--- src/dtb_pkg.sv ---
// shared types, codes and sizes for the deadline timer bank
// no dependencies
`default_nettype none

package dtb_pkg;

	// bank size; timer 0 is never used
	localparam int TIMERS  = 8;
	localparam int TIMER_W = (TIMERS > 1) ? $clog2(TIMERS) : 1;
	// cycles from accepted beat to result strobe
	localparam int LATENCY = TIMERS + 1;

	localparam logic [31:0] COUNT_MAX = 32'hFFFF_FFFF;

	// item modes
	localparam logic [1:0] MODE_QUERY = 2'd0;
	localparam logic [1:0] MODE_TICK  = 2'd1;
	localparam logic [1:0] MODE_SET   = 2'd2;
	localparam logic [1:0] MODE_STOP  = 2'd3;

	typedef struct packed {
		logic [1:0]  mode;
		logic [2:0]  timer_index;
		logic [15:0] offset;
	} item_t;

	typedef struct packed {
		logic [7:0]         due_mask;
		logic               selected_running;
		logic               selected_due;
		logic signed [31:0] selected_left;
		logic signed [31:0] next_due_in;
		logic               none_running;
	} result_t;

	typedef enum logic [1:0] {
		ST_IDLE,
		ST_APPLY,
		ST_SCAN,
		ST_REPORT
	} state_t;

	// controller to datapath commands
	typedef struct packed {
		logic               load;
		logic               apply;
		logic               scan;
		logic [TIMER_W-1:0] scan_idx;
	} cmd_t;

endpackage

`default_nettype wire

--- src/dtb_ctrl.sv ---
// controller for the deadline timer bank: sequences load, apply, scan, report
// depends on dtb_pkg
`default_nettype none

module dtb_ctrl import dtb_pkg::*; (
	input  wire logic clk,
	input  wire logic arst_n,
	input  wire logic start,
	output logic      busy,
	output logic      done,
	output cmd_t      cmd
);

	state_t             state_q, state_d;
	logic [TIMER_W-1:0] scan_idx_q, scan_idx_d;

	// state and scan counter
	always_ff @(posedge clk or negedge arst_n) begin
		if (!arst_n) begin
			state_q    <= ST_IDLE;
			scan_idx_q <= TIMER_W'(1);
		end else begin
			state_q    <= state_d;
			scan_idx_q <= scan_idx_d;
		end
	end

	// next state and commands
	always_comb begin
		state_d      = state_q;
		scan_idx_d   = scan_idx_q;
		cmd.load     = 1'b0;
		cmd.apply    = 1'b0;
		cmd.scan     = 1'b0;
		cmd.scan_idx = scan_idx_q;
		busy         = 1'b1;
		done         = 1'b0;
		unique case (state_q)
			ST_IDLE: begin
				busy = 1'b0;
				if (start) begin
					cmd.load = 1'b1;
					state_d  = ST_APPLY;
				end
			end
			ST_APPLY: begin
				cmd.apply  = 1'b1;
				scan_idx_d = TIMER_W'(1);
				state_d    = ST_SCAN;
			end
			ST_SCAN: begin
				cmd.scan = 1'b1;
				if (scan_idx_q == TIMER_W'(TIMERS - 1)) begin
					state_d = ST_REPORT;
				end else begin
					scan_idx_d = scan_idx_q + TIMER_W'(1);
				end
			end
			ST_REPORT: begin
				done    = 1'b1;
				state_d = ST_IDLE;
			end
			default: state_d = ST_IDLE;
		endcase
	end

endmodule

`default_nettype wire

--- src/dtb_datapath.sv ---
// datapath for the deadline timer bank: counter, deadline store, scan accumulators
// depends on dtb_pkg
`default_nettype none

module dtb_datapath import dtb_pkg::*; (
	input  wire logic  clk,
	input  wire logic  arst_n,
	input  wire cmd_t  cmd,
	input  wire item_t item,
	output result_t    result
);

	item_t              item_q;
	logic [31:0]        now_q;
	logic [31:0]        deadline_q [TIMERS];

	logic [7:0]         due_q;
	logic               any_q;
	logic signed [31:0] best_q;
	logic               sel_run_q;
	logic               sel_due_q;
	logic signed [31:0] sel_left_q;

	logic               idx_ok;
	logic [TIMER_W-1:0] wr_idx;
	logic [32:0]        sum;
	logic [31:0]        set_val;
	logic [31:0]        rd;
	logic signed [32:0] diff;
	logic signed [31:0] left;
	logic               is_due;
	logic               sel_hit;

	// item register
	always_ff @(posedge clk) begin
		if (cmd.load) begin
			item_q <= item;
		end
	end

	// set deadline, saturating at the counter limit
	assign idx_ok  = (item_q.timer_index != 3'd0) && (32'(item_q.timer_index) < TIMERS);
	assign wr_idx  = TIMER_W'(item_q.timer_index);
	assign sum     = {1'b0, now_q} + {17'd0, item_q.offset};
	assign set_val = sum[32] ? COUNT_MAX : sum[31:0];

	// remaining time of the scanned timer, clamped to signed 32 bits
	assign rd     = deadline_q[cmd.scan_idx];
	assign diff   = $signed({1'b0, rd}) - $signed({1'b0, now_q});
	assign left   = (diff > 33'sh0_7FFF_FFFF) ? 32'sh7FFF_FFFF :
	                (diff < -33'sh0_8000_0000) ? 32'sh8000_0000 : diff[31:0];
	assign is_due = (rd <= now_q);
	assign sel_hit = (32'(cmd.scan_idx) == 32'(item_q.timer_index)) && (rd != 32'd0);

	// seconds counter and deadline store
	always_ff @(posedge clk or negedge arst_n) begin
		if (!arst_n) begin
			now_q <= 32'd1;
			for (int i = 0; i < TIMERS; i++) begin
				deadline_q[i] <= 32'd0;
			end
		end else if (cmd.apply) begin
			case (item_q.mode)
				MODE_TICK: if (now_q != COUNT_MAX) now_q <= now_q + 32'd1;
				MODE_SET:  if (idx_ok) deadline_q[wr_idx] <= set_val;
				MODE_STOP: if (idx_ok) deadline_q[wr_idx] <= 32'd0;
				default: ;
			endcase
		end
	end

	// scan accumulators, cleared on apply
	always_ff @(posedge clk or negedge arst_n) begin
		if (!arst_n) begin
			due_q      <= 8'd0;
			any_q      <= 1'b0;
			best_q     <= '0;
			sel_run_q  <= 1'b0;
			sel_due_q  <= 1'b0;
			sel_left_q <= '0;
		end else if (cmd.apply) begin
			due_q      <= 8'd0;
			any_q      <= 1'b0;
			best_q     <= '0;
			sel_run_q  <= 1'b0;
			sel_due_q  <= 1'b0;
			sel_left_q <= '0;
		end else if (cmd.scan && (rd != 32'd0)) begin
			for (int b = 0; b < 8; b++) begin
				if ((32'(cmd.scan_idx) == b) && is_due) begin
					due_q[b] <= 1'b1;
				end
			end
			if (!any_q || (left < best_q)) begin
				best_q <= left;
			end
			any_q <= 1'b1;
			if (sel_hit) begin
				sel_run_q  <= 1'b1;
				sel_due_q  <= is_due;
				sel_left_q <= left;
			end
		end
	end

	// result beat from accumulators
	always_comb begin
		result.due_mask         = due_q;
		result.selected_running = sel_run_q;
		result.selected_due     = sel_due_q;
		result.selected_left    = sel_left_q;
		result.next_due_in      = any_q ? best_q : -32'sd1;
		result.none_running     = !any_q;
	end

endmodule

`default_nettype wire

--- src/deadline_timer_bank.sv ---
// top level of the deadline timer bank: controller plus datapath
// depends on dtb_pkg, dtb_ctrl, dtb_datapath
//
//   channel   ports                 handshake
//   item      start, busy, item     beat taken when start and not busy
//   result    done, result          one-cycle strobe, no backpressure
//
// every item passes through one apply state, a scan of timers 1..TIMERS-1
// one at a time through the single deadline read port, and one report
// state. busy rises after acceptance and stays high through the result beat,
// so the next beat is taken only once the controller is back in idle.
// reset sets the counter to 1 and stops all timers; no clearing pass.
// results cannot be stalled; done pulses for exactly one cycle per item.
`default_nettype none

module deadline_timer_bank import dtb_pkg::*; (
	input  wire logic  clk,
	input  wire logic  arst_n,
	input  wire logic  start,
	input  wire item_t item,
	output logic       busy,
	output logic       done,
	output result_t    result
);

	cmd_t cmd;

	// sequencer
	dtb_ctrl u_ctrl (
		.clk    (clk),
		.arst_n (arst_n),
		.start  (start),
		.busy   (busy),
		.done   (done),
		.cmd    (cmd)
	);

	// timer state and scan
	dtb_datapath u_datapath (
		.clk    (clk),
		.arst_n (arst_n),
		.cmd    (cmd),
		.item   (item),
		.result (result)
	);

endmodule

`default_nettype wire

--- config.mk ---
export PLATFORM = sky130hd
export DESIGN_NAME = deadline_timer_bank
export DESIGN_NICKNAME = d
export VERILOG_FILES = /design/src/dtb_pkg.sv /design/src/dtb_ctrl.sv /design/src/dtb_datapath.sv /design/src/deadline_timer_bank.sv
export SDC_FILE = /design/constraint.sdc
export NUM_CORES = 1
export LEC_CHECK = 0
export ABC_AREA = 1
export BUFFER_PORTS_ARGS = -buffer_cell sky130_fd_sc_hd__buf_2
export CORE_UTILIZATION = 62
export DETAILED_ROUTE_END_ITERATION = 8
export PLACE_DENSITY = 0.8
export SLEW_MARGIN = 20
export SYNTH_ARGS = -nofsm -noshare
export SYNTH_HDL_FRONTEND = slang
export SYNTH_HIERARCHICAL = 1
export SYNTH_SLANG_ARGS = --single-unit
--- constraint.sdc ---
create_clock -name clk -period 6.1 [get_ports clk]
set_input_delay 0.61 -clock clk [delete_from_list [all_inputs] [get_ports clk]]
set_output_delay 0.61 -clock clk [all_outputs]
set_load 0.02 [all_outputs]
Word level (Yosys, flattened, before mapping)
Cells that the tools add are included.
{"block": "op_classes", "n_mux": 48, "eq_ne": 20, "bitwise_logic": 4, "magnitude_cmp": 7, "n_addsub": 4, "reduce_logical": 44}
{"cell": "$mux 256", "count": 2}
{"cell": "$pmux 256 s2", "count": 1}
{"cell": "$mux 32", "count": 13}
{"cell": "$and 256x256->256", "count": 1}
{"cell": "$bwmux 256", "count": 1}
{"cell": "$not 256->256", "count": 1}
{"cell": "$bmux 32 s3", "count": 1}
{"cell": "$demux 32 s3", "count": 1}
{"cell": "$add 32x16->33", "count": 1}
{"cell": "$gt 33x32->1 const B", "count": 1}
{"cell": "$lt 33x32->1 const B", "count": 1}
{"cell": "$sub 32x32->33", "count": 1}
{"cell": "$add 32x1->32 const B", "count": 1}
{"cell": "$le 32x32->1", "count": 1}
{"cell": "$lt 32x32->1", "count": 1}
{"cell": "$ne 32x32->1 const B", "count": 1}
{"cell": "$reduce_bool 32->1", "count": 1}
{"cell": "$reduce_bool 2->1", "count": 13}
{"cell": "$reduce_and 2->1", "count": 12}
{"cell": "$mux 1", "count": 22}
{"cell": "$mux 8", "count": 2}
{"cell": "$eq 3x3->1 const B", "count": 4}
{"cell": "$logic_and 1x1->1", "count": 11}
{"cell": "$eq 2x2->1 const B", "count": 4}
{"cell": "other kinds (21)", "count": 29}
{"block": "word_totals", "ff_bits": 389, "in_bits": 24}

Logic depth before layout (Yosys ltp)
Gate-level depths: netlist (run 1).
{"block": "logic_depth", "word_depth": 13, "mapped_depth": 41}

By module
The synthesis (run 1) kept the hierarchy.
{"mod": "dtb_datapath", "n_inst": 1, "area_each_um2": 20423.3, "cells_per_inst": 2426, "seq_area_each_um2": 9715.6}
{"mod": "dtb_ctrl", "n_inst": 1, "area_each_um2": 346.6, "cells_per_inst": 42, "seq_area_each_um2": 126.4}

Least setup slack after synthesis (run 1)
No wires, ideal clock.
{"block": "synth_path", "path_type": "register to register", "start": "register u_ctrl.scan_idx_q[0]", "end": "register u_datapath.best_q[10]", "n_path_buf": 4, "arrival_time_ns": 5.046, "stages_incl_launch_ff": 38, "setup_slack_ns": 0.937, "required_ns": 5.983, "cell_sequence": "dfstp_2 -> buf_2 -> nand2_2 -> inv_2 -> buf_6 -> buf_2 -> nand2_1 -> o2111ai_1 -> o21ai_1 -> ha_1 -> fa_1 -> nand3b_1 -> nand2_1 -> nand2_1 -> nand2_1 -> nand2_1 -> nand2_2 -> a31oi_1 -> (+2 left out) -> nor3_1 -> nor2_1 -> xor2_1 -> nand2_1 -> nand2_1 -> ha_1 -> nand4_1 -> nor4_1 -> inv_1 -> nor4_1 -> nand2_1 -> nand2_1 -> nand2_1 -> nand3_4 -> nand2_4 -> buf_4 -> nand2_1 -> nand2_1"}
{"block": "synth_between", "elab_chain_len": 12, "word_cells_on_any_way": 19}
{"element": "start: declaration", "line": "dtb_ctrl.sv:15", "text": "logic [TIMER_W-1:0] scan_idx_q, scan_idx_d;"}
{"element": "start signal: assignment", "line": "dtb_ctrl.sv:24", "text": "scan_idx_q <= scan_idx_d;"}
{"element": "$not 3->4 (not written as such) *", "line": "dtb_datapath.sv:48", "text": "assign rd = deadline_q[cmd.scan_idx];"}
{"element": "$bmux 32 s3 *", "line": "dtb_datapath.sv:48"}
{"element": "$mux 32 (not written as such) * (2 in series)", "line": "dtb_datapath.sv:48"}
{"element": "$sub 32x32->33", "line": "dtb_datapath.sv:49", "text": "assign diff = $signed({1'b0, rd}) - $signed({1'b0, now_q});"}
{"element": "$lt 33x32->1", "line": "dtb_datapath.sv:51", "text": "(diff < -33'sh0_8000_0000) ? 32'sh8000_0000 : diff[31:0];"}
{"element": "$mux 32", "line": "dtb_datapath.sv:51"}
{"element": "$mux 32", "line": "dtb_datapath.sv:50", "text": "assign left = (diff > 33'sh0_7FFF_FFFF) ? 32'sh7FFF_FFFF :"}
{"element": "$lt 32x32->1", "line": "dtb_datapath.sv:94", "text": "if (!any_q || (left < best_q)) begin"}
{"element": "$logic_or 1x1->1", "line": "dtb_datapath.sv:94"}
{"element": "$reduce_bool 2->1 (no line)"}
{"element": "$reduce_and 2->1 (no line)"}
{"element": "end signal: assignment", "line": "dtb_datapath.sv:95", "text": "best_q <= left;"}
{"element": "end: declaration", "line": "dtb_datapath.sv:19", "text": "logic signed [31:0] best_q;"}
Every way passes the cells marked *; elsewhere a longest branch is shown, timed or not. The select of a mux whose other input is x is not followed.
A chain may end at the register's enable or synchronous reset.

Final worst setup path (run 1)
{"block": "layout_path", "start": "register u_ctrl.scan_idx_q[0]", "end": "register u_datapath.best_q[19]"}
Same word-level chain as after synthesis.

==> results of run 1 <==
==> per-layer routing <==
metal | global-route usage | vias up | share of wire
met4 | 0.125 | 2 | 0.031
met1 | 0.433 | 8639 | 0.41
met3 | 0.0747 | 132 | 0.086
met2 | 0.548 | 817 | 0.47
li1 | - | 8315 | -
met5 | 0 | - | 0.00021
==> area by class of cell <==
cell class	count	area, sq um
clock buffers	58	1190
clock inverters	16	277
fillers	2416	9370
inverters	227	867
multi-input cells	1710	9650
flip-flops and latches	389	9840
well taps	442	553
repair buffers	154	1020
==> worst paths after layout <==
kind	startpoint	end	slack [ns]	cells after the start
min in group asynchronous	arst_n	u_datapath/sel_left_q[3]	0.48	2
min	item[2]	u_datapath/item_q[2]	0.23	1
min reg2reg	u_datapath/deadline_q[249]	u_datapath/deadline_q[249]	0.38	0
max reg2reg	u_ctrl/scan_idx_q[0]	u_datapath/best_q[19]	0.31	34
max in group asynchronous	arst_n	u_datapath/deadline_q[102]	4.32	4
max	u_ctrl/scan_idx_q[0]	u_datapath/best_q[19]	0.31	34
==> metrics by stage <==
stage	area, sq um	setup TNS, ns	util	hold slack (ns)
4_1_cts	23100	0	0.705	0.211
2_1_floorplan	20800	0	-	0.314
3_3_place_gp	21600	0	0.660	0.365
5_1_grt	23400	-0.786	0.714	0.224
3_5_place_dp	21600	0	0.660	0.366
6_report	23400	0	0.714	0.228
==> cell usage in the layout, fill, tap and decap left out, types with 11 or more instances in the layout <==
cell       netlist  layout
a31oi_1         20      13
nand2_2         16      17
nand3_1         91      91
mux2i_1         22      22
buf_2           22      99
clkbuf_16        0      42
a21oi_1        261     259
xor2_1          56      56
a221oi_1        11      11
o21ai_0         41      38
o21a_1          62      60
or2_2           22      22
nand2_1        576     575
nand4_1         14      14
inv_1          206     203
o21ai_1         13      16
a22oi_1         94      94
nor2_1         203     202
dfrtp_1        366     365
edfxtp_1        21      21
o21ai_2         11      11
inv_2           19      15
ha_1            91      85
buf_4            5      43
nor3_1          21      20
==> kinds of logic (layout without fill, tap and decap cells) <==
group / Yosys count / after routing / synth area share
fa+ha+maj: 93 / 93 / 0.0567
simple gates: 973 / 975 / 0.195
mux: 22 / 22 / 0.0106
compound gates: 556 / 556 / 0.165
xor+xnor: 64 / 64 / 0.0270
flops: 389 / 389 / 0.474
buf+inv: 371 / 455 / 0.0711
==> timing repair <==
action,4_1_cts,5_1_grt
gates resized for setup,1,43
pin swaps,0,4
endpoints found under the hold margin,22,0
cloned,0,2
hold buffers,1,0
setup buffers,0,7
setup endpoints to repair,2,32
==> sequential cells by signal (all words and copies together) (netlist names) <==
signal                 count
u_datapath/sel_run_q       1
u_ctrl/scan_idx_q          3
u_datapath/now_q          32
u_datapath/deadline_q    256
u_datapath/due_q           8
u_ctrl/state_q             2
u_datapath/wr_idx          3
u_datapath/best_q         32
u_datapath/any_q           1
u_datapath/sel_due_q       1
u_datapath/item_q         18
u_datapath/sel_left_q     32
==> qor.csv, run 1 <==
metric;value;unit
place_congestion;1.06;
grt_pass1_vias;17400;
layout.nets;2639;
route.vias.total;17900;
numCtsBuffers;40;
drv_cap;0;
ant_nets;0;
coreArea;32800;sq um
yosys_warnings;6;
grt_use_total;0.334;
start_kind;flop;
required;6.53;ns
wl_per_cell;18.8;microns
synth-seq-area-share;0.474;
die_h;185;microns
hpwl;38.4;mm
antenna_found_initial;1;
htree_levels;2;
cts_tree;yes;
cp_num_buf_inv;5;
synth_area;20800;sq um
fin_crit_sh;0.949;
grt-ovfl-total;0;
worstPathMaxFanout;34;
fmax;173;MHz
drt-initial-drc-count;1540;
post-route-min-period;5.79;ns
hp-class;in -> reg;
synth_top_cell_by_area;dfrtp_1;
fin_worst_skew;0.0232;ns
critPathSlowestCell;fa_1;
routed_wl;56.2;mm
synth_top_cell_area_share;0.441;
cp_top_family;simple AND/OR/NAND/NOR gates;
synth_edf_count;21;
cts_buffer_depth;3;
synthArstFlopShare;0.946;
grt_pass1_wl;89.7;mm
synth-seq-cells;389;
critPathCaptureType;flop;
cts.reportedPaths.clkPinSlew;0.06;ns
finalWorstSetupSlack;0.311;ns
io_pins;101;
rows;66;
syn2layout_area_growth;12.7;%
dp.cells;2911;
syn_area_per_cell;8.42;sq um
antennaDiodeCount;0;
synth_nets;2585;
crit_top_cell;nand2_1;
ys.flop_type;dfrtp_1;
clock_sinks;389;
grt_start_max_net_pins;184;
drive_gt1_frac;0.133;
die_x;185;microns
final_hold_viol_count;0;
worstPathArrival;6.22;ns
status;finished, final reports clean;
initial_core_util;0.634;
place_ws;0.0339;ns
clock_latency;0.56;ns
maxSlewViolCount;0;
root_buffer;clkbuf_16;
syn_inst;2468;
drc_errors;0;
yosysUniqueCellTypes;58;
die_area;34200;sq um
yosysMostFrequentCell;nand2_1;
via_per_inst;5.98;
synth.top_cells.by_area;dfrtp_1 44%, nand2_1 10%, a21oi_1 6.3%;
relSlewSlack;0.263;
setup_viol;0;
fin_cells;2996;
synth_common_cells;576 x nand2_1, 366 x dfrtp_1, 261 x a21oi_1;
firstDrtPassIters;6;
max_stage_delay;0.47;ns
tightest_slew;1.11;ns
io_buffers;100;
critPathKind;reg -> reg;
Power of run 1 is left out: the tool's default activity adds up to more than one toggle a clock period on the data nets, which glitch-free logic cannot reach.
==> run 2, diff against run 1 <==
--- a/config.mk
+++ b/config.mk
@@ -9,4 +9,5 @@
 export BUFFER_PORTS_ARGS = -buffer_cell sky130_fd_sc_hd__buf_2
 export CORE_UTILIZATION = 62
+export CTS_CLUSTER_DIAMETER = 60
 export DETAILED_ROUTE_END_ITERATION = 8
 export PLACE_DENSITY = 0.8
==> constraint.sdc (replaced) <==
create_clock -name clk -period 6.5 [get_ports clk]
set_input_delay 1.3 -clock clk [delete_from_list [all_inputs] [get_ports clk]]
set_output_delay 1.3 -clock clk [all_outputs]
set_load 0.02 [all_outputs]
==> qor.csv, run 2 (synthesis results as in run 1) <==
metric;value;unit
firstDrtPassIters;5;
max_stage_delay;0.70;ns
grt-ovfl-total;0;
initial_core_util;0.634;
root_buffer;clkbuf_16;
fillCellCount;2543;
routed_wl;55.4;mm
coreArea;32800;sq um
wl_per_cell;18.6;microns
crit_top_cell;nand2_1;
grt_pass1_wl;88.8;mm
drt-initial-drc-count;1413;
fmax;169;MHz
numCtsBuffers;41;
final_util;0.699;
crit_path_start;u_ctrl/scan_idx_q[0];
grt_use_total;0.332;
place_congestion;0.928;
cts_tree;yes;
regMostFlops;u_datapath/deadline_q;
tightest_slew;1.07;ns
maxSlewViolCount;0;
ant_nets;0;
via_per_inst;5.94;
relSlewSlack;0.286;
route.vias.total;17700;
post-route-min-period;5.92;ns
antenna_found_initial;1;
worstPathArrival;6.40;ns
layout.nets;2623;
rr_startpoint;u_ctrl/scan_idx_q[0];
drive_gt1_frac;0.114;
grt_pass1_vias;17000;
hpwl;37.9;mm
hp-class;reg -> reg;
final_common_cell;nand2_1;
die_area;34200;sq um
worstPathMaxFanout;32;
cp-endpoint;u_datapath/best_q[18];
drv_cap;0;
io_buffers;100;
syn2layout_area_growth;10.3;%
clock_latency;0.55;ns
clock_sinks;389;
grt_start_max_net_pins;168;
cts_buffer_depth;3;
rows;66;
die_h;185;microns
drc_errors;0;
antennaDiodeCount;0;
start_kind;flop;
setup_viol;0;
r2r_slack;0.58;ns
status;finished, final reports clean;
largest_reg_flops;256;
critPathSlowestCell;dfstp_4;
die_x;185;microns
hold_buffers;0;
layout_common_cells;576 x nand2_1, 366 x dfrtp_1, 261 x a21oi_1;
cts.reportedPaths.clkPinSlew;0.06;ns
fin_crit_sh;0.910;
reg2regPathDepth;35;
htree_levels;2;
fin_worst_skew;0.0179;ns
io_pins;101;
critPathCaptureType;flop;
final_hold_viol_count;0;
critPathKind;reg -> reg;
required;6.98;ns
regToRegEndpoint;u_datapath/best_q[18];
[run 2: changes by cell type in the layout (fill, tap and decap cells not counted), sizes merged]
cell         before  now
inv             220  221
nand3            96   95
bufinv            7    3
clkbuf           58   60
nand2           594  593
clkinvlp          2    1
dlygate4sd3       1    0
buf             153  139
[run 2: worst min-delay path by stage]
| stage | start | to | slack, ns | cells past startpoint |
|---|---|---|---|---|
| after global placement | u_datapath/deadline_q[255] | u_datapath/deadline_q[255] | 0.37 | 0 |
| after global routing | u_datapath/deadline_q[234] | u_datapath/deadline_q[234] | 0.39 | 0 |
| final | u_datapath/deadline_q[228] | u_datapath/deadline_q[228] | 0.38 | 0 |
| after detailed placement | u_datapath/deadline_q[228] | u_datapath/deadline_q[228] | 0.37 | 0 |
| after CTS | u_datapath/deadline_q[228] | u_datapath/deadline_q[228] | 0.38 | 0 |
| after floorplan | u_datapath/deadline_q[224] | u_datapath/deadline_q[224] | 0.43 | 1 |
[run 2: stage by stage]
step | cell area (sq um) | setup TNS (ns) | instances | setup slack (ns) | hold WS (ns)
final | 22900 | 0 | 2977 | 0.582 | 0.376
after global routing | 22900 | -0.0561 | 2977 | -0.0179 | 0.387
after CTS | 22800 | 0 | 2969 | 0.0494 | 0.380
after detailed placement | 21500 | 0 | 2897 | 0.123 | 0.368
after global placement | 21500 | 0 | 2897 | 0.164 | 0.365
after floorplan | 20800 | 0 | 2468 | 1.34 | 0.429
[run 2: area by class of cell]
type | count | area (sq um) | area share
clock inverter | 12 | 145 | 0.00634
tap | 442 | 553 | 0.0241
multi-input combinational | 1708 | 9490 | 0.414
sequential | 389 | 9850 | 0.430
timing repair buffer | 139 | 872 | 0.0381
inverter | 227 | 871 | 0.0380
clock buffer | 60 | 1130 | 0.0492
[run 2: critical path, delay by kind of cell, from the launching register on]
kind | cells | cell delay [ns]
AO/OA/AOI/OAI | 5 | 1.24
adder cells (fa/ha/maj) | 2 | 0.71
buffers and inverters | 5 | 0.88
flip-flops | 1 | 0.70
AND/OR/NAND/NOR | 23 | 2.29
[run 2: layer usage]
layer	share of wire	global-route usage	vias up
li1	-	-	8264
met1	0.41	0.438	8522
met2	0.47	0.548	790
met4	0.027	0.107	2
met5	0.00023	0	-
met3	0.088	0.0661	98
[run 2: timing repair]
item | in CTS | in global routing
buffers inserted | 0 | 8
endpoints found under the setup margin | 0 | 32
resized for setup | 0 | 23
Power of run 2 is left out for the same reason.
